### config.mk
export PLATFORM = sky130hd
export DESIGN_NAME = steering_based_speed_ramp_unit
export DESIGN_NICKNAME = d
export VERILOG_FILES = /design/src/design/srmp_pkg.sv /design/src/design/steering_based_speed_ramp_unit.sv /design/src/design/srmp_div.sv
export SDC_FILE = /design/constraint.sdc
export NUM_CORES = 1
export LEC_CHECK = 0
export ABC_AREA = 1
export BUFFER_PORTS_ARGS = -buffer_cell sky130_fd_sc_hd__buf_4
export CAP_MARGIN = 20
export CELL_PAD_IN_SITES_DETAIL_PLACEMENT = 1
export CELL_PAD_IN_SITES_GLOBAL_PLACEMENT = 1
export CORE_MARGIN = 5
export CORE_UTILIZATION = 40
export CTS_CLUSTER_SIZE = 14
export DETAILED_ROUTE_END_ITERATION = 7
export GPL_ROUTABILITY_DRIVEN = 0
export GPL_TIMING_DRIVEN = 0
export PLACE_DENSITY = 0.7
export SYNTH_ARGS = -nofsm -noshare
export SYNTH_HDL_FRONTEND = slang
export SYNTH_SLANG_ARGS = --single-unit
### constraint.sdc
create_clock -name clk -period 13 [get_ports clk]
set_input_delay 2.6 -clock clk [delete_from_list [all_inputs] [get_ports clk]]
set_output_delay 2.6 -clock clk [all_outputs]
set_load 0.005 [all_outputs]
### src/design/srmp_pkg.sv
// ----------------------------------------------------------------------------
// srmp_pkg: shared types and constants of the steering speed ramp.
// Mode codes, register indices, fixed field widths and the divider status bundle.
// ----------------------------------------------------------------------------
`default_nettype none

package srmp_pkg;

  // Fixed widths of the configuration registers and internal state.
  localparam int STEPS_W   = 10;              // ramp_steps
  localparam int MARGIN_W  = 15;              // both angle margins
  localparam int MAX_W     = 16;              // max_speed
  localparam int CNT_W     = 11;              // signed ramp counter
  localparam int K_W       = CNT_W + 1;       // signed (steps - counter)
  localparam int PROD_W    = MAX_W + K_W - 1; // max_speed * positive k
  localparam int DIVISOR_W = STEPS_W + 1;     // 2 * steps
  localparam int DIV_CNT_W = $clog2(PROD_W + 1);
  localparam int MODE_W    = 3;
  localparam int ADDR_W    = 4;
  localparam int DATA_W    = 32;

  typedef enum logic [MODE_W-1:0] {
    MODE_START = 3'd0,
    MODE_SLOW  = 3'd1,
    MODE_FAST  = 3'd2,
    MODE_DECEL = 3'd3,
    MODE_ACCEL = 3'd4
  } mode_t;

  typedef enum logic [1:0] {
    REG_RAMP_STEPS   = 2'd0,
    REG_DECEL_MARGIN = 2'd1,
    REG_ACCEL_MARGIN = 2'd2,
    REG_MAX_SPEED    = 2'd3
  } reg_idx_t;

  typedef struct packed {
    logic busy;
    logic done;
  } div_status_t;

endpackage

`default_nettype wire

### src/design/steering_based_speed_ramp_unit.sv
// ----------------------------------------------------------------------------
// steering_based_speed_ramp_unit: speed command from steering angle.
// Start, slow and fast results skip the divider, as does a ramp whose figure
// is not positive; other ramp figures go through the 27-step serial divider.
// One request at a time: the next one is taken only after the last result
// has moved from S_DONE to the output register.
// Synchronous reset restores register defaults, start mode and idle control.
// ----------------------------------------------------------------------------
`default_nettype none

module steering_based_speed_ramp_unit #(
  parameter int ANGLE_WIDTH = 16,
  parameter int SPEED_WIDTH = 16
) (
  input  wire logic                                clk,
  input  wire logic                                rst,
  // Input request channel.
  input  wire logic                                in_valid,
  output logic                                     in_stall,
  input  wire logic signed [ANGLE_WIDTH-1:0]       steering_angle,
  // Result channel.
  output logic                                     out_valid,
  input  wire logic                                out_stall,
  output logic [SPEED_WIDTH-1:0]                   speed_command,
  output logic [srmp_pkg::MODE_W-1:0]              speed_mode,
  // Configuration port.
  input  wire logic                                psel,
  input  wire logic                                penable,
  input  wire logic                                pwrite,
  input  wire logic [srmp_pkg::ADDR_W-1:0]         paddr,
  input  wire logic [srmp_pkg::DATA_W-1:0]         pwdata,
  output logic [srmp_pkg::DATA_W-1:0]              prdata,
  output logic                                     pready
);

  // Width for the threshold compares: the larger of the angle magnitude
  // and the margins, plus one bit for the sum.
  localparam int MAG_W = ANGLE_WIDTH - 1;
  localparam int CMP_W = ((MAG_W > srmp_pkg::MARGIN_W) ? MAG_W : srmp_pkg::MARGIN_W) + 1;

  typedef enum logic [3:0] {
    S_IDLE = 4'b0001,
    S_MUL  = 4'b0010,
    S_DIV  = 4'b0100,
    S_DONE = 4'b1000
  } state_t;

  // --------------------------------------------------------------------------
  // Configuration registers. The port always completes in the access cycle.
  // --------------------------------------------------------------------------
  logic [srmp_pkg::STEPS_W-1:0]  ramp_steps;
  logic [srmp_pkg::MARGIN_W-1:0] decel_angle_margin;
  logic [srmp_pkg::MARGIN_W-1:0] accel_angle_margin;
  logic [srmp_pkg::MAX_W-1:0]    max_speed;
  srmp_pkg::reg_idx_t            reg_idx;
  logic                          cfg_write;

  assign pready    = 1'b1;
  assign reg_idx   = srmp_pkg::reg_idx_t'(paddr[3:2]);
  assign cfg_write = psel && penable && pwrite && pready;

  always_ff @(posedge clk) begin
    if (rst) begin
      ramp_steps         <= srmp_pkg::STEPS_W'(10);
      decel_angle_margin <= srmp_pkg::MARGIN_W'(328);
      accel_angle_margin <= srmp_pkg::MARGIN_W'(410);
      max_speed          <= srmp_pkg::MAX_W'(1000);
    end else if (cfg_write) begin
      unique case (reg_idx)
        srmp_pkg::REG_RAMP_STEPS:   ramp_steps         <= pwdata[srmp_pkg::STEPS_W-1:0];
        srmp_pkg::REG_DECEL_MARGIN: decel_angle_margin <= pwdata[srmp_pkg::MARGIN_W-1:0];
        srmp_pkg::REG_ACCEL_MARGIN: accel_angle_margin <= pwdata[srmp_pkg::MARGIN_W-1:0];
        srmp_pkg::REG_MAX_SPEED:    max_speed          <= pwdata[srmp_pkg::MAX_W-1:0];
      endcase
    end
  end

  always_comb begin
    unique case (reg_idx)
      srmp_pkg::REG_RAMP_STEPS:   prdata = srmp_pkg::DATA_W'(ramp_steps);
      srmp_pkg::REG_DECEL_MARGIN: prdata = srmp_pkg::DATA_W'(decel_angle_margin);
      srmp_pkg::REG_ACCEL_MARGIN: prdata = srmp_pkg::DATA_W'(accel_angle_margin);
      srmp_pkg::REG_MAX_SPEED:    prdata = srmp_pkg::DATA_W'(max_speed);
    endcase
  end

  // --------------------------------------------------------------------------
  // Helper functions.
  // --------------------------------------------------------------------------

  // Magnitude of a signed angle; the most negative value saturates to the
  // largest positive magnitude.
  function automatic logic [MAG_W-1:0] sat_abs(input logic [ANGLE_WIDTH-1:0] v);
    logic [ANGLE_WIDTH-1:0] neg;
    neg = ~v + ANGLE_WIDTH'(1);
    if (!v[ANGLE_WIDTH-1]) begin
      return v[MAG_W-1:0];
    end
    if (neg[ANGLE_WIDTH-1]) begin
      return '1;
    end
    return neg[MAG_W-1:0];
  endfunction

  // Saturating counter steps; the counter stops at its signed limits.
  function automatic logic [srmp_pkg::CNT_W-1:0] cnt_inc(
    input logic [srmp_pkg::CNT_W-1:0] c
  );
    if (c == {1'b0, {(srmp_pkg::CNT_W-1){1'b1}}}) begin
      return c;
    end
    return c + srmp_pkg::CNT_W'(1);
  endfunction

  function automatic logic [srmp_pkg::CNT_W-1:0] cnt_dec(
    input logic [srmp_pkg::CNT_W-1:0] c
  );
    if (c == {1'b1, {(srmp_pkg::CNT_W-1){1'b0}}}) begin
      return c;
    end
    return c - srmp_pkg::CNT_W'(1);
  endfunction

  // --------------------------------------------------------------------------
  // Mode state.
  // --------------------------------------------------------------------------
  srmp_pkg::mode_t                mode;
  logic [srmp_pkg::CNT_W-1:0]     ramp_counter;   // two's complement
  logic                           ramp_active;
  logic [ANGLE_WIDTH-1:0]         reference_angle;

  srmp_pkg::mode_t                mode_next;
  logic [srmp_pkg::CNT_W-1:0]     ramp_counter_next;
  logic                           ramp_active_next;
  logic [ANGLE_WIDTH-1:0]         reference_angle_next;

  // A ramp_steps value of zero behaves as one in all ramp arithmetic.
  logic [srmp_pkg::STEPS_W-1:0]   steps_eff;
  logic [srmp_pkg::CNT_W-1:0]     abs_cnt;

  srmp_pkg::mode_t                p1_mode;
  logic [srmp_pkg::CNT_W-1:0]     p1_cnt;
  logic                           p1_active;

  logic [CMP_W-1:0]               a_mag;
  logic [CMP_W-1:0]               r_mag;
  logic [CMP_W-1:0]               am_ext;
  logic [CMP_W-1:0]               up_thr;
  logic [CMP_W-1:0]               down_thr;
  logic                           rise;
  logic                           drop;

  assign steps_eff = (ramp_steps == '0) ? srmp_pkg::STEPS_W'(1) : ramp_steps;
  assign abs_cnt   = ramp_counter[srmp_pkg::CNT_W-1] ?
                     (~ramp_counter + srmp_pkg::CNT_W'(1)) : ramp_counter;

  // First the running ramp either finishes or takes one more step.
  always_comb begin
    p1_mode   = mode;
    p1_cnt    = ramp_counter;
    p1_active = ramp_active;
    if (ramp_active) begin
      if (abs_cnt >= {1'b0, steps_eff}) begin
        p1_active = 1'b0;
        if (mode == srmp_pkg::MODE_DECEL) begin
          p1_mode = srmp_pkg::MODE_SLOW;
        end else if (mode == srmp_pkg::MODE_ACCEL) begin
          p1_mode = srmp_pkg::MODE_FAST;
        end
      end else if (mode == srmp_pkg::MODE_DECEL) begin
        p1_cnt = cnt_inc(ramp_counter);
      end else if (mode == srmp_pkg::MODE_ACCEL) begin
        p1_cnt = cnt_dec(ramp_counter);
      end
    end
  end

  // Then the angle magnitude is checked against the two thresholds around
  // the stored reference angle. The lower threshold folds at zero.
  assign a_mag    = CMP_W'(sat_abs(steering_angle));
  assign r_mag    = CMP_W'(sat_abs(reference_angle));
  assign am_ext   = CMP_W'(accel_angle_margin);
  assign up_thr   = r_mag + CMP_W'(decel_angle_margin);
  assign down_thr = (r_mag >= am_ext) ? (r_mag - am_ext) : (am_ext - r_mag);
  assign rise     = a_mag > up_thr;
  assign drop     = !rise && (a_mag < down_thr);

  // Leaving start mode resets the counter but leaves the ramp flag alone,
  // so the first ramp out of start does not advance until a later trigger.
  always_comb begin
    mode_next            = p1_mode;
    ramp_counter_next    = p1_cnt;
    ramp_active_next     = p1_active;
    reference_angle_next = reference_angle;
    if (rise) begin
      if (p1_mode != srmp_pkg::MODE_SLOW && p1_mode != srmp_pkg::MODE_DECEL) begin
        if (p1_mode == srmp_pkg::MODE_START) begin
          ramp_counter_next = '0;
        end else begin
          ramp_counter_next = cnt_inc(p1_cnt);
          ramp_active_next  = 1'b1;
        end
        mode_next = srmp_pkg::MODE_DECEL;
      end
      reference_angle_next = steering_angle;
    end else if (drop) begin
      if (p1_mode != srmp_pkg::MODE_FAST && p1_mode != srmp_pkg::MODE_ACCEL) begin
        if (p1_mode == srmp_pkg::MODE_START) begin
          ramp_counter_next = '0;
        end else begin
          ramp_counter_next = cnt_dec(p1_cnt);
          ramp_active_next  = 1'b1;
        end
        mode_next = srmp_pkg::MODE_ACCEL;
      end
      reference_angle_next = steering_angle;
    end
  end

  // --------------------------------------------------------------------------
  // Speed command. Fixed modes give their value at once. A ramp computes
  // max_speed * (steps - counter) / (2 * steps): one multiply feeds the
  // serial divider, and a non-positive numerator short-cuts to zero.
  // --------------------------------------------------------------------------
  logic [srmp_pkg::K_W-1:0]       k_val;
  logic                           k_pos;
  logic                           need_div;
  logic [srmp_pkg::MAX_W-1:0]     direct_speed;

  assign k_val = {2'b00, steps_eff} -
                 {ramp_counter_next[srmp_pkg::CNT_W-1], ramp_counter_next};
  assign k_pos = !k_val[srmp_pkg::K_W-1] && (k_val != '0);
  assign need_div = k_pos && (mode_next == srmp_pkg::MODE_DECEL ||
                              mode_next == srmp_pkg::MODE_ACCEL);

  always_comb begin
    unique case (mode_next)
      srmp_pkg::MODE_START: direct_speed = {1'b0, max_speed[srmp_pkg::MAX_W-1:1]};
      srmp_pkg::MODE_FAST:  direct_speed = max_speed;
      srmp_pkg::MODE_SLOW,
      srmp_pkg::MODE_DECEL,
      srmp_pkg::MODE_ACCEL: direct_speed = '0;
      default:              direct_speed = '0;
    endcase
  end

  // --------------------------------------------------------------------------
  // Sequencer. Idle takes a request and updates the mode state in the same
  // cycle; a ramp with a positive numerator then goes through multiply and
  // divide; the result waits in S_DONE until the output register is free.
  // --------------------------------------------------------------------------
  state_t                         state;
  state_t                         state_next;
  logic                           in_accept;
  logic                           out_load;
  logic [srmp_pkg::K_W-2:0]       res_k;
  logic [srmp_pkg::MAX_W-1:0]     res_speed;
  srmp_pkg::mode_t                res_mode;
  logic [srmp_pkg::PROD_W-1:0]    product;
  logic [srmp_pkg::DIVISOR_W-1:0] divisor;
  logic                           div_start;
  srmp_pkg::div_status_t          div_status;
  logic [srmp_pkg::PROD_W-1:0]    quotient;
  logic [srmp_pkg::MAX_W-1:0]     ramp_speed;

  assign in_stall  = (state != S_IDLE);
  assign in_accept = in_valid && !in_stall;
  assign out_load  = (state == S_DONE) && (!out_valid || !out_stall);
  assign div_start = (state == S_MUL);
  assign product   = srmp_pkg::PROD_W'(max_speed) * srmp_pkg::PROD_W'(res_k);
  assign divisor   = {steps_eff, 1'b0};

  // A ramp command above max_speed clamps to it (possible after ramp_steps
  // shrinks during a ramp).
  assign ramp_speed = (quotient > srmp_pkg::PROD_W'(max_speed)) ? max_speed
                      : quotient[srmp_pkg::MAX_W-1:0];

  srmp_div u_div (
    .clk      (clk),
    .rst      (rst),
    .start    (div_start),
    .dividend (product),
    .divisor  (divisor),
    .status   (div_status),
    .quotient (quotient)
  );

  always_comb begin
    state_next = state;
    unique case (state)
      S_IDLE: begin
        if (in_accept) begin
          state_next = need_div ? S_MUL : S_DONE;
        end
      end
      S_MUL: begin
        state_next = S_DIV;
      end
      S_DIV: begin
        if (div_status.done) begin
          state_next = S_DONE;
        end
      end
      S_DONE: begin
        if (out_load) begin
          state_next = S_IDLE;
        end
      end
      default: begin
        state_next = S_IDLE;
      end
    endcase
  end

  always_ff @(posedge clk) begin
    if (rst) begin
      state           <= S_IDLE;
      mode            <= srmp_pkg::MODE_START;
      ramp_counter    <= '0;
      ramp_active     <= 1'b0;
      reference_angle <= '0;
      out_valid       <= 1'b0;
    end else begin
      state <= state_next;
      if (in_accept) begin
        mode            <= mode_next;
        ramp_counter    <= ramp_counter_next;
        ramp_active     <= ramp_active_next;
        reference_angle <= reference_angle_next;
      end
      if (out_load) begin
        out_valid <= 1'b1;
      end else if (!out_stall) begin
        out_valid <= 1'b0;
      end
    end
  end

  // Payload registers.
  always_ff @(posedge clk) begin
    if (in_accept) begin
      res_k     <= k_val[srmp_pkg::K_W-2:0];
      res_mode  <= mode_next;
      res_speed <= direct_speed;
    end else if (state == S_DIV && div_status.done) begin
      res_speed <= ramp_speed;
    end
    if (out_load) begin
      speed_command <= SPEED_WIDTH'(res_speed);
      speed_mode    <= res_mode;
    end
  end

  // --------------------------------------------------------------------------
  // Assertions.
  // --------------------------------------------------------------------------
  a_ramp_flag_mode: assert property (@(posedge clk) disable iff (rst)
    ramp_active |-> (mode == srmp_pkg::MODE_DECEL || mode == srmp_pkg::MODE_ACCEL))
    else $error("ramp flag set outside a ramp mode");

  a_div_in_div_state: assert property (@(posedge clk) disable iff (rst)
    (div_status.busy || div_status.done) |-> (state == S_DIV))
    else $error("divider active outside the divide state");

  a_slow_zero: assert property (@(posedge clk) disable iff (rst)
    (out_valid && speed_mode == srmp_pkg::MODE_SLOW) |-> (speed_command == '0))
    else $error("slow mode result with nonzero speed");

  a_fast_full: assert property (@(posedge clk) disable iff (rst)
    (out_valid && speed_mode == srmp_pkg::MODE_FAST) |->
      (speed_command == SPEED_WIDTH'(max_speed)))
    else $error("fast mode result differs from full speed");

endmodule

`default_nettype wire

### src/design/srmp_div.sv
// ----------------------------------------------------------------------------
// srmp_div: serial restoring divider.
// Produces one quotient bit per cycle; done pulses once the quotient is final.
// ----------------------------------------------------------------------------
`default_nettype none

module srmp_div (
  input  wire logic                           clk,
  input  wire logic                           rst,
  input  wire logic                           start,
  input  wire logic [srmp_pkg::PROD_W-1:0]    dividend,
  input  wire logic [srmp_pkg::DIVISOR_W-1:0] divisor,
  output srmp_pkg::div_status_t               status,
  output logic [srmp_pkg::PROD_W-1:0]         quotient
);

  logic [srmp_pkg::DIVISOR_W-1:0] rem;
  logic [srmp_pkg::DIV_CNT_W-1:0] count;
  logic                           busy;
  logic                           done;
  logic [srmp_pkg::DIVISOR_W:0]   trial;
  logic [srmp_pkg::DIVISOR_W:0]   trial_diff;
  logic                           fits;

  // Bring down the next dividend bit and try the subtraction.
  assign trial      = {rem, quotient[srmp_pkg::PROD_W-1]};
  assign fits       = trial >= {1'b0, divisor};
  assign trial_diff = trial - {1'b0, divisor};

  always_ff @(posedge clk) begin
    if (rst) begin
      busy  <= 1'b0;
      done  <= 1'b0;
      count <= '0;
    end else begin
      done <= 1'b0;
      if (start) begin
        busy  <= 1'b1;
        count <= srmp_pkg::DIV_CNT_W'(srmp_pkg::PROD_W);
      end else if (busy) begin
        count <= count - srmp_pkg::DIV_CNT_W'(1);
        if (count == srmp_pkg::DIV_CNT_W'(1)) begin
          busy <= 1'b0;
          done <= 1'b1;
        end
      end
    end
  end

  always_ff @(posedge clk) begin
    if (start) begin
      rem      <= '0;
      quotient <= dividend;
    end else if (busy) begin
      rem      <= fits ? trial_diff[srmp_pkg::DIVISOR_W-1:0]
                       : trial[srmp_pkg::DIVISOR_W-1:0];
      quotient <= {quotient[srmp_pkg::PROD_W-2:0], fits};
    end
  end

  assign status.busy = busy;
  assign status.done = done;

endmodule

`default_nettype wire
== Yosys cells after proc, flatten, opt, wreduce, memory -nomap -nowiden ==
Cells that the tools add are included.

* Output and inout port bits: 54
* Logic and storage cells: 193
* Bits in registers: 186

* Magnitude comparators: 6
* Mux-type cells: 89
* Reductions and logical operators: 33
* Equal/unequal tests: 26
* Add/sub/neg operators: 13
* Bitwise operators: 4
* $mul: 1

{| class="wikitable"
|+ Operators by type and width
! kind !! number
|-
| 11-bit two-way mux || 20
|-
| 32-bit one-hot mux with 4 select lines || 1
|-
| 15-bit two-way mux || 8
|-
| 16-bit two-way mux || 6
|-
| 27-bit two-way mux || 2
|-
| 1-bit two-way mux || 35
|-
| 11-bit by 1-bit adder with 11-bit output (second input constant) || 3
|-
| 16-bit by 1-bit adder with 16-bit output (second input constant) || 2
|-
| 16-bit NOT || 2
|-
| 16-bit one-hot mux with 2 select lines || 1
|-
| 15-bit by 15-bit subtractor with 16-bit output || 2
|-
| 27-bit by 16-bit greater-than comparator with 1-bit output || 1
|-
| 16-bit by 11-bit multiplier with 27-bit output || 1
|-
| 3-bit two-way mux || 8
|-
| 11-bit by 10-bit equality test with 1-bit output (second input constant) || 2
|-
| 11-bit equality test (second input constant) || 2
|-
| 11-bit by 1-bit subtractor with 11-bit output (second input constant) || 2
|-
| 15-bit by 15-bit adder with 16-bit output || 1
|-
| 15-bit by 16-bit greater-than comparator with 1-bit output || 1
|-
| 15-bit by 16-bit less-than comparator with 1-bit output || 1
|-
| 4-bit two-way mux || 4
|-
| 4-bit one-hot mux with 4 select lines || 1
|-
| 15-bit greater-or-equal comparator || 1
|-
| 12-bit by 11-bit greater-or-equal comparator with 1-bit output || 1
|-
| 35 further kinds || 64
|}

== Depth between registers and ports, before layout ==
Gate-level depths: netlist of the first run.

* Depth in word-level cells: 29
* Mapped depth: 65
* Depth with buffers taken out: 65

== Cells and area by module ==
From an unflattened synthesis of the first run, not the netlist that was laid out.

* Cells, all modules: 2857
* Area, all modules: 20704.9 um2

{| class="wikitable"
|+ By module, submodules not included
! module !! sequential area each (um2) !! cells each !! instances !! area an instance (um2)
|-
| steering_based_speed_ramp_unit || 3313.2 || 2484 || 1 || 17924.7
|-
| srmp_div || 1171.1 || 373 || 1 || 2780.2
|}

== Worst setup path before layout of the first run ==
No wires, ideal clock.

* Path type: register to register
* Start: register reference_angle[0]
* End: register state[3]
* Stages on the path, launching flop included: 60
* Arrival: 7445 ps
* Buffers on the path: 2
* Setup slack: 5487 ps
* Library setup time: 68 ps
* Cells stage by stage: dfxtp_1 -> nor3_1 -> nor3b_1 -> inv_1 -> nor3_1 -> inv_1 -> nor3_1 -> inv_1 -> nor3_1 -> inv_1 -> nor4_1 -> inv_1 -> clkbuf_1 -> nand2_1 -> ha_1 -> fa_1 -> a21oi_1 -> o21bai_1 -> [24 not listed] -> inv_1 -> ha_1 -> nand3_1 -> nand2_1 -> a21oi_1 -> o21bai_1 -> a21oi_1 -> o21bai_1 -> a21oi_1 -> o21ai_0 -> nand2_1 -> inv_1 -> nor2_1 -> nor3_1 -> nand3_2 -> nand2_2 -> nand2_1 -> a21oi_2

* Longest elaborated chain between the ends: 19

{| class="wikitable"
|+ Ends and longest elaborated chain
! element !! RTL line !! RTL
|-
| start, declared || steering_based_speed_ramp_unit.sv:130 || <nowiki>logic [ANGLE_WIDTH-1:0] reference_angle;</nowiki>
|-
| start signal, assigned || steering_based_speed_ramp_unit.sv:329 || <nowiki>reference_angle <= reference_angle_next;</nowiki>
|-
| 16-bit NOT || steering_based_speed_ramp_unit.sv:95 || <nowiki>neg = ~v + ANGLE_WIDTH'(1);</nowiki>
|-
| 16-bit by 1-bit adder with 16-bit output || steering_based_speed_ramp_unit.sv:95 ||
|-
| 1-bit two-way mux (2 in a row) || steering_based_speed_ramp_unit.sv:99 || <nowiki>if (neg[ANGLE_WIDTH-1]) begin</nowiki>
|-
| 15-bit two-way mux || steering_based_speed_ramp_unit.sv:102 || <nowiki>return neg[MAG_W-1:0];</nowiki>
|-
| 15-bit two-way mux * || steering_based_speed_ramp_unit.sv:99 ||
|-
| 15-bit by 15-bit subtractor with 16-bit output, or another cell as far along || steering_based_speed_ramp_unit.sv:184 || <nowiki>assign down_thr = (r_mag >= am_ext) ? (r_mag - am_ext) : (am_ext - r_mag);</nowiki>
|-
| 16-bit two-way mux or 15-bit by 16-bit greater-than comparator with 1-bit output (tied branches) || steering_based_speed_ramp_unit.sv:184, steering_based_speed_ramp_unit.sv:185 ||
|-
| 15-bit by 16-bit less-than comparator with 1-bit output or 1-bit zero test (tied branches) || steering_based_speed_ramp_unit.sv:186 || <nowiki>assign drop = !rise && (a_mag < down_thr);</nowiki>
|-
| [3 not listed] || -- ||
|-
| 11-bit by 11-bit subtractor with 12-bit output * || steering_based_speed_ramp_unit.sv:230 || <nowiki>assign k_val = {2'b00, steps_eff} -</nowiki>
|-
| net k_val, one bit || steering_based_speed_ramp_unit.sv:225 || <nowiki>logic [srmp_pkg::K_W-1:0] k_val;</nowiki>
|-
| 12-bit nonzero test * || steering_based_speed_ramp_unit.sv:232 || <nowiki>assign k_pos = !k_val[srmp_pkg::K_W-1] && (k_val != '0);</nowiki>
|-
| 1-bit logical AND * || steering_based_speed_ramp_unit.sv:232 ||
|-
| 1-bit logical AND * || steering_based_speed_ramp_unit.sv:233 || <nowiki>assign need_div = k_pos && (mode_next == srmp_pkg::MODE_DECEL ||</nowiki>
|-
| 4-bit two-way mux * || steering_based_speed_ramp_unit.sv:293 || <nowiki>state_next = need_div ? S_MUL : S_DONE;</nowiki>
|-
| 4-bit two-way mux * || steering_based_speed_ramp_unit.sv:292 || <nowiki>if (in_accept) begin</nowiki>
|-
| 4-bit one-hot mux with 4 select lines * || steering_based_speed_ramp_unit.sv:290 || <nowiki>unique case (state)</nowiki>
|-
| end signal, assigned || steering_based_speed_ramp_unit.sv:324 || <nowiki>state <= state_next;</nowiki>
|-
| end, declared || steering_based_speed_ramp_unit.sv:252 || <nowiki>state_t state;</nowiki>
|}

The timed path passes the listed nets; every way through them passes the cells marked *. The select of a mux whose other input is x is not followed.
A chain may end at the register's enable or synchronous reset.

== Worst setup path in the final report of the first run ==
Ends and elaborated chain as after synthesis.

==> reports/metrics.cfg, run 1 <==
[timing]
worst_slew_pin_slew_ns=0.959
report.final.setup_viol=0
finalCriticalPeriod_ns=10.14
worst_slack_ns=2.86
fmax_mhz=98.7
finalMaxSlewViolations=0
rsz0062_at_grt=no
max-slew-margin-rel_pct=36.1
finalSetupTns_ns=0
skew_ns=0.0169
post-route-period-util_pct=78.0
timing_hold_violations_final=0

[worst_setup_path]
start_kind=flip-flop
critical-path-slowest-cell=nor2_1
cp_slowest_stage_delay_ns=0.37
worstPathArrival_ns=10.53
ff2ff_path_depth=59
critPathMostFrequentCell=a21oi_1
r2r_setup_slack_ns=2.86
crit_path_end_kind=flip-flop
path_depth=59
crit_type=reg -> reg
crit_family=simple AND/OR/NAND/NOR gates
cp.required_ns=13.39
cp.buffers_inverters=10
crit_fanout=10

[floorplanning]
die_y_um=235
start_util_pct=40.4
coreArea_um2=50100
dieWidth_um=235
die-area_um2=55200
row_count=82
num_io_pins=113

[placement]
dp_hpwl_um=59900
port_buffers=76
dp_slack_ns=3.08

[clock_network]
ctsHoldBuffers=0
clock_sinks=186
cts_root_buf=clkbuf_16
clockBufferDepth=2
cts-htree-levels=4
cts_made_buffers=17
path_clk_slew_ns=0.08
cts_tree=done
clock_latency_ns=0.46
postCtsSetupBuffers=0
cts_resized=0

[synth]
postSynthCellCount=2753
syn_area_per_cell_um2=7.35
syn-cell-area_um2=20200
synth-seq-cells=186
seq_area_frac_synth_pct=22.2
synth_edf_count=76
synthFlopType=dfxtp_1
async_flop_share_pct=0
synth_cell_types=70
synth_warnings=0

[global_route]
grt_start_max_net_pins=21
antenna_found_initial=1
gr-usage-all-layers_pct=25.2
grt_pass1_wl_um=112000
grt_pass1_vias=20038
grt-ovfl-total=0

[final_layout]
fill_cells=6452
final_util_pct=44.6
final_net_count=3250
seq_area_um2=4480
multi_input_area_um2=13400
syn_to_final_growth_pct=10.4
final_layout_size_suffix_gt1_share_pct=8.85

[hold_path]
worstHoldPathType=reg -> reg
min_path_cells=0

[drt]
drtAntennaViolNets=0
drc=0
vias=19230
routed_wl_um=71500
drt_iter0_drc=1210
wl_per_cell_um=20.1
dr.pass1.iters=7
via_per_inst=5.41

[outcome]
status=complete, no violations

[job]
maxCapViolCount=0

-- worst reg2reg max path: cells and delay by family (launching register included) --
family,cells,cell delay [ns]
AO/OA/AOI/OAI,18,2.87
XOR/XNOR,1,0.15
adder cells (fa/ha/maj),4,1.02
buffers and inverters,10,1.43
flip-flops,1,0.33
AND/OR/NAND/NOR,26,4.30
-- cells by family after synthesis --
logic type | after synthesis | share of synthesized area [%]
AOI/OAI and AO/OA | 559 | 15.7
xor gates and xnor gates | 84 | 3.68
adders and majority gates | 324 | 24.9
buffers and inverters | 604 | 11.8
DFF | 186 | 22.2
muxes | 1 | 0.0495
other | 2 | 0.0371
and+or+nand+nor | 993 | 21.7
-- routing by layer --
layer,GRT usage (%),up-vias,wire length [um]
met5,0,-,0
met4,4.95,0,1130
met3,2.52,62,3060
met2,42.6,417,34000
met1,35.5,9665,33300
li1,-,9086,-
-- state kept, by name, summed over array words and instances (netlist names), 3 cells and up --
name,cells
u_div.count,5
accel_angle_margin,15
res_mode,3
ramp_counter,11
state,4
reference_angle,16
speed_mode,3
u_div.rem,11
speed_command,16
mode,3
u_div.quotient,27
ramp_steps,10
max_speed,16
decel_angle_margin,15
res_speed,16
res_k,11
-- placed cells by master, fill, tap and decap left out, drive strengths merged, types with 11 or more instances in the layout --
cell / n
buf: 117
nand4: 26
clkbuf: 110
o21bai: 14
nand2: 589
edfxtp: 76
o211ai: 30
xnor2: 25
nor2: 201
nor4: 11
ha: 194
xor2: 59
conb: 17
o21ai: 229
nand3: 113
dfxtp: 110
or2: 11
fa: 130
inv: 481
a21oi: 209
o22ai: 28
nor3: 35
-- through the flow --
stage	hold slack (ns)	cell area (um2)	cells
after floorplan	0.400	20300	2768
after global placement	0.404	21700	3516
after detailed placement	0.405	21800	3520
after CTS	0.423	22300	3552
after global routing	0.425	22300	3552
final	0.421	22300	3553
-- cells in the mapped netlist, types with 4 or more instances --
master    number  area [um2]
inv_2         15        56.3
nand2_2       15        93.8
xor2_1        58         508
fa_1         130        2600
nor4_1        11        68.8
nor3_2         5        50.1
nand3_2       10         100
nand2_1      569        2140
buf_6          4        45.0
ha_1         194        2430
o21ai_1       22         110
nand4_1       26         163
clkinv_1       5        18.8
nor3_1        29         145
o21a_1         4        30.0
o21ai_2        4        35.0
nor2_4        10         113
a31oi_1        7        43.8
clkbuf_1      91         342
nand2_4        5        56.3
o211ai_1      28         210
o22ai_1       28         175
buf_2         10        50.1
nand3_1      101         505
o221ai_1       7        61.3
o21ai_0      200        1000
nor2_2        13        81.3
buf_4         21         158
nor2_1       176         661
xnor2_1       25         219
dfxtp_1      110        2200
a21oi_2        5        43.8
edfxtp_1      76        2280
a21oi_1      204        1020
or2_2          9        56.3
o21bai_1      14         105
inv_1        453        1700
-- layout make-up --
| type | instances | area share [%] |
|---|---|---|
| diodes | 1 | 0.0112 |
| plain buffers | 128 | 2.70 |
| clock buffers | 19 | 2.03 |
| clock inverters | 13 | 0.476 |
| inverters | 476 | 8.04 |
| multi-input cells | 1978 | 60.0 |
| flip-flops and latches | 186 | 20.1 |
| well taps | 672 | 3.77 |
| repair buffers | 80 | 2.85 |
-- worst paths after layout --
path | from | to
worst max-delay path | reference_angle[0] | state[3]
worst min-delay path | res_speed[9] | speed_command[9]
worst max register to register | reference_angle[0] | state[3]
worst min register to register | res_speed[9] | speed_command[9]
Power of run 1 is left out: the tool's default activity adds up to more than one toggle a clock period on the data nets, which glitch-free logic cannot reach.
==> inputs of run 2 (changes only) <==
--- a/config.mk
+++ b/config.mk
@@ -16,7 +16,7 @@
 export DETAILED_ROUTE_END_ITERATION = 7
 export GPL_ROUTABILITY_DRIVEN = 0
 export GPL_TIMING_DRIVEN = 0
-export PLACE_DENSITY = 0.7
+export PLACE_DENSITY = 0.73
 export SYNTH_ARGS = -nofsm -noshare
 export SYNTH_HDL_FRONTEND = slang
 export SYNTH_SLANG_ARGS = --single-unit
==> constraint.sdc (replaced) <==
create_clock -name clk -period 8.1 [get_ports clk]
set_input_delay 1.62 -clock clk [delete_from_list [all_inputs] [get_ports clk]]
set_output_delay 1.62 -clock clk [all_outputs]
set_load 0.005 [all_outputs]
==> reports/metrics.cfg, run 2 (synthesis results as in run 1) <==
[floorplanning]
num_io_pins=113  ; unchanged
die_y_um=235  ; unchanged
coreArea_um2=50100  ; unchanged
start_util_pct=40.4  ; unchanged
die-area_um2=55200  ; unchanged
dieWidth_um=235  ; unchanged
row_count=82  ; unchanged

[timing]
worst_slew_pin_slew_ns=1.06  ; was 0.959 ns
finalSetupTns_ns=-0.587  ; was 0 ns
whs_ns=0.418  ; was 0.421 ns
finalMaxSlewViolations=0  ; unchanged
fmax_mhz=119  ; was 98.7 MHz
worst_slack_ns=-0.324  ; was 2.86 ns
rsz0062_at_grt=yes  ; was no
timing_hold_violations_final=0  ; unchanged
report.final.setup_viol=3  ; was 0
skew_ns=0.0119  ; was 0.0169 ns
max-slew-margin-rel_pct=29.6  ; was 36.1%
post-route-period-util_pct=104  ; was 78.0%
finalCriticalPeriod_ns=8.42  ; was 10.14 ns

[drt]
drc=0  ; unchanged
vias=19819  ; was 19230
dr.pass1.iters=5  ; was 7
drtAntennaViolNets=0  ; unchanged
routed_wl_um=74700  ; was 71500 um
drt_iter0_drc=1435  ; was 1210
via_per_inst=5.47  ; was 5.41
wl_per_cell_um=20.6  ; was 20.1 um

[final_layout]
syn_to_final_growth_pct=17.3  ; was 10.4%
final_area_um2=23700  ; was 22300 um2
mostFrequentLayoutCells=nand2_1 (545), inv_1 (435), o21ai_0 (190), a21oi_1 (187), ha_1 (174)  ; was nand2_1 (569), inv_1 (453), a21oi_1 (203), o21ai_0 (199), ha_1 (194)
final_common_cell=nand2_1  ; unchanged
largest_register_ffs=27  ; unchanged
n_antenna_cell=0  ; was 1
fill_cells=6341  ; was 6452
top_register=u_div.quotient  ; unchanged
final_layout_size_suffix_gt1_share_pct=15.5  ; was 8.85%
final_net_count=3320  ; was 3250

[outcome]
violations=setup timing
status=finished, violations left  ; was complete, no violations

[global_route]
antenna_found_initial=0  ; was 1
grt_pass1_wl_um=115000  ; was 112000 um
grt_pass1_vias=20745  ; was 20038
gr-usage-all-layers_pct=25.9  ; was 25.2%
grt_start_max_net_pins=22  ; was 21
grt-ovfl-total=0  ; unchanged

[placement]
dpl_cell_area_um2=21800  ; about the same
dp_hpwl_um=59900  ; about the same
port_buffers=76  ; unchanged
dp_slack_ns=-2.11  ; was 3.08 ns

[worst_setup_path]
critical-path-slowest-cell=fa_2  ; was nor2_1
r2r_end=state[3]  ; unchanged
cp_slowest_stage_delay_ns=0.41  ; was 0.37 ns
crit_fanout=6  ; was 10
worstPathArrival_ns=8.82  ; was 10.53 ns
crit_path_end_kind=flip-flop  ; unchanged
crit_type=reg -> reg  ; unchanged
cp.required_ns=8.49  ; was 13.39 ns
ff2ff_path_depth=58  ; was 59
reg2reg_from=reference_angle[1]  ; was reference_angle[0]
r2r_setup_slack_ns=-0.32  ; was 2.86 ns
start_kind=flip-flop  ; unchanged

[clock_network]
path_clk_slew_ns=0.07  ; was 0.08 ns
cts_tree=done  ; unchanged
clock_sinks=186  ; unchanged
clock_latency_ns=0.47  ; was 0.46 ns
cts-htree-levels=4  ; unchanged
clockBufferDepth=2  ; unchanged
cts_made_buffers=17  ; unchanged
cts_root_buf=clkbuf_16  ; unchanged

[hold_path]
hp-start=res_speed[15]  ; was res_speed[9]
min_path_cells=0  ; unchanged
worst_hold_path.endpoint=speed_command[15]  ; was speed_command[9]
worstHoldPathType=reg -> reg  ; unchanged

[job]
maxCapViolCount=0  ; unchanged

==> run 2: cell types whose count changed in the layout (fill, tap and decap cells not counted), sizes merged <==
cell    previous run  this run
buf              117       187
inv              481       480
diode              1         0
clkinv             7        10
clkbuf           110       108
==> run 2: metrics by stage <==
step,std cells,utilization [%]
after floorplan,2768,-
after global placement,3516,43.3
after detailed placement,3521,43.5
after CTS,3597,46.3
after global routing,3622,47.4
final,3622,47.4
==> run 2: layout make-up <==
type	count	area [um2]	area share (%)
clock buffers	17	425	1.79
inverters	476	1810	7.64
multi-input cells	1978	14200	59.7
flip-flops and latches	186	4490	18.9
plain buffers	126	631	2.66
well taps	672	841	3.55
repair buffers	152	1210	5.09
clock inverters	15	150	0.633
==> run 2: how the worst max path moves through the flow <==
stage          cells after the start  slack (ns)                from        to
4_1_cts                           59       -0.06  reference_angle[2]  state[3]
6_report                          58       -0.32  reference_angle[1]  state[3]
2_1_floorplan                     59        0.59  reference_angle[0]  state[3]
5_1_grt                           61       -0.78  reference_angle[1]  state[3]
3_5_place_dp                      60       -2.11  reference_angle[0]  state[3]
3_3_place_gp                      56       -1.58  reference_angle[0]  state[3]
==> run 2: routing by layer <==
metal  track usage [%]  share of wire, %  vias to the layer above
met5                 0                 0                        -
met4              6.28               2.3                        0
met3              2.98               4.8                      110
met2              44.1                48                      497
met1              35.4                45                     9977
li1                  -                 -                     9235
==> run 2: worst max-delay path: cells and delay by family, from the launching register on <==
family	cells	cell delay [ns]
XOR/XNOR	2	0.37
buffers and inverters	13	1.29
AO/OA/AOI/OAI	12	1.89
flip-flops	1	0.36
AND/OR/NAND/NOR	27	3.43
adder cells (fa/ha/maj)	4	0.99
==> run 2: timing repair <==
action,CTS,global route
resized for setup,133,72
pin swaps,43,60
buffers inserted,45,25
cloned,1,0
endpoints found under the setup margin,47,7
hold buffers,0,0
Power of run 2 is left out for the same reason.
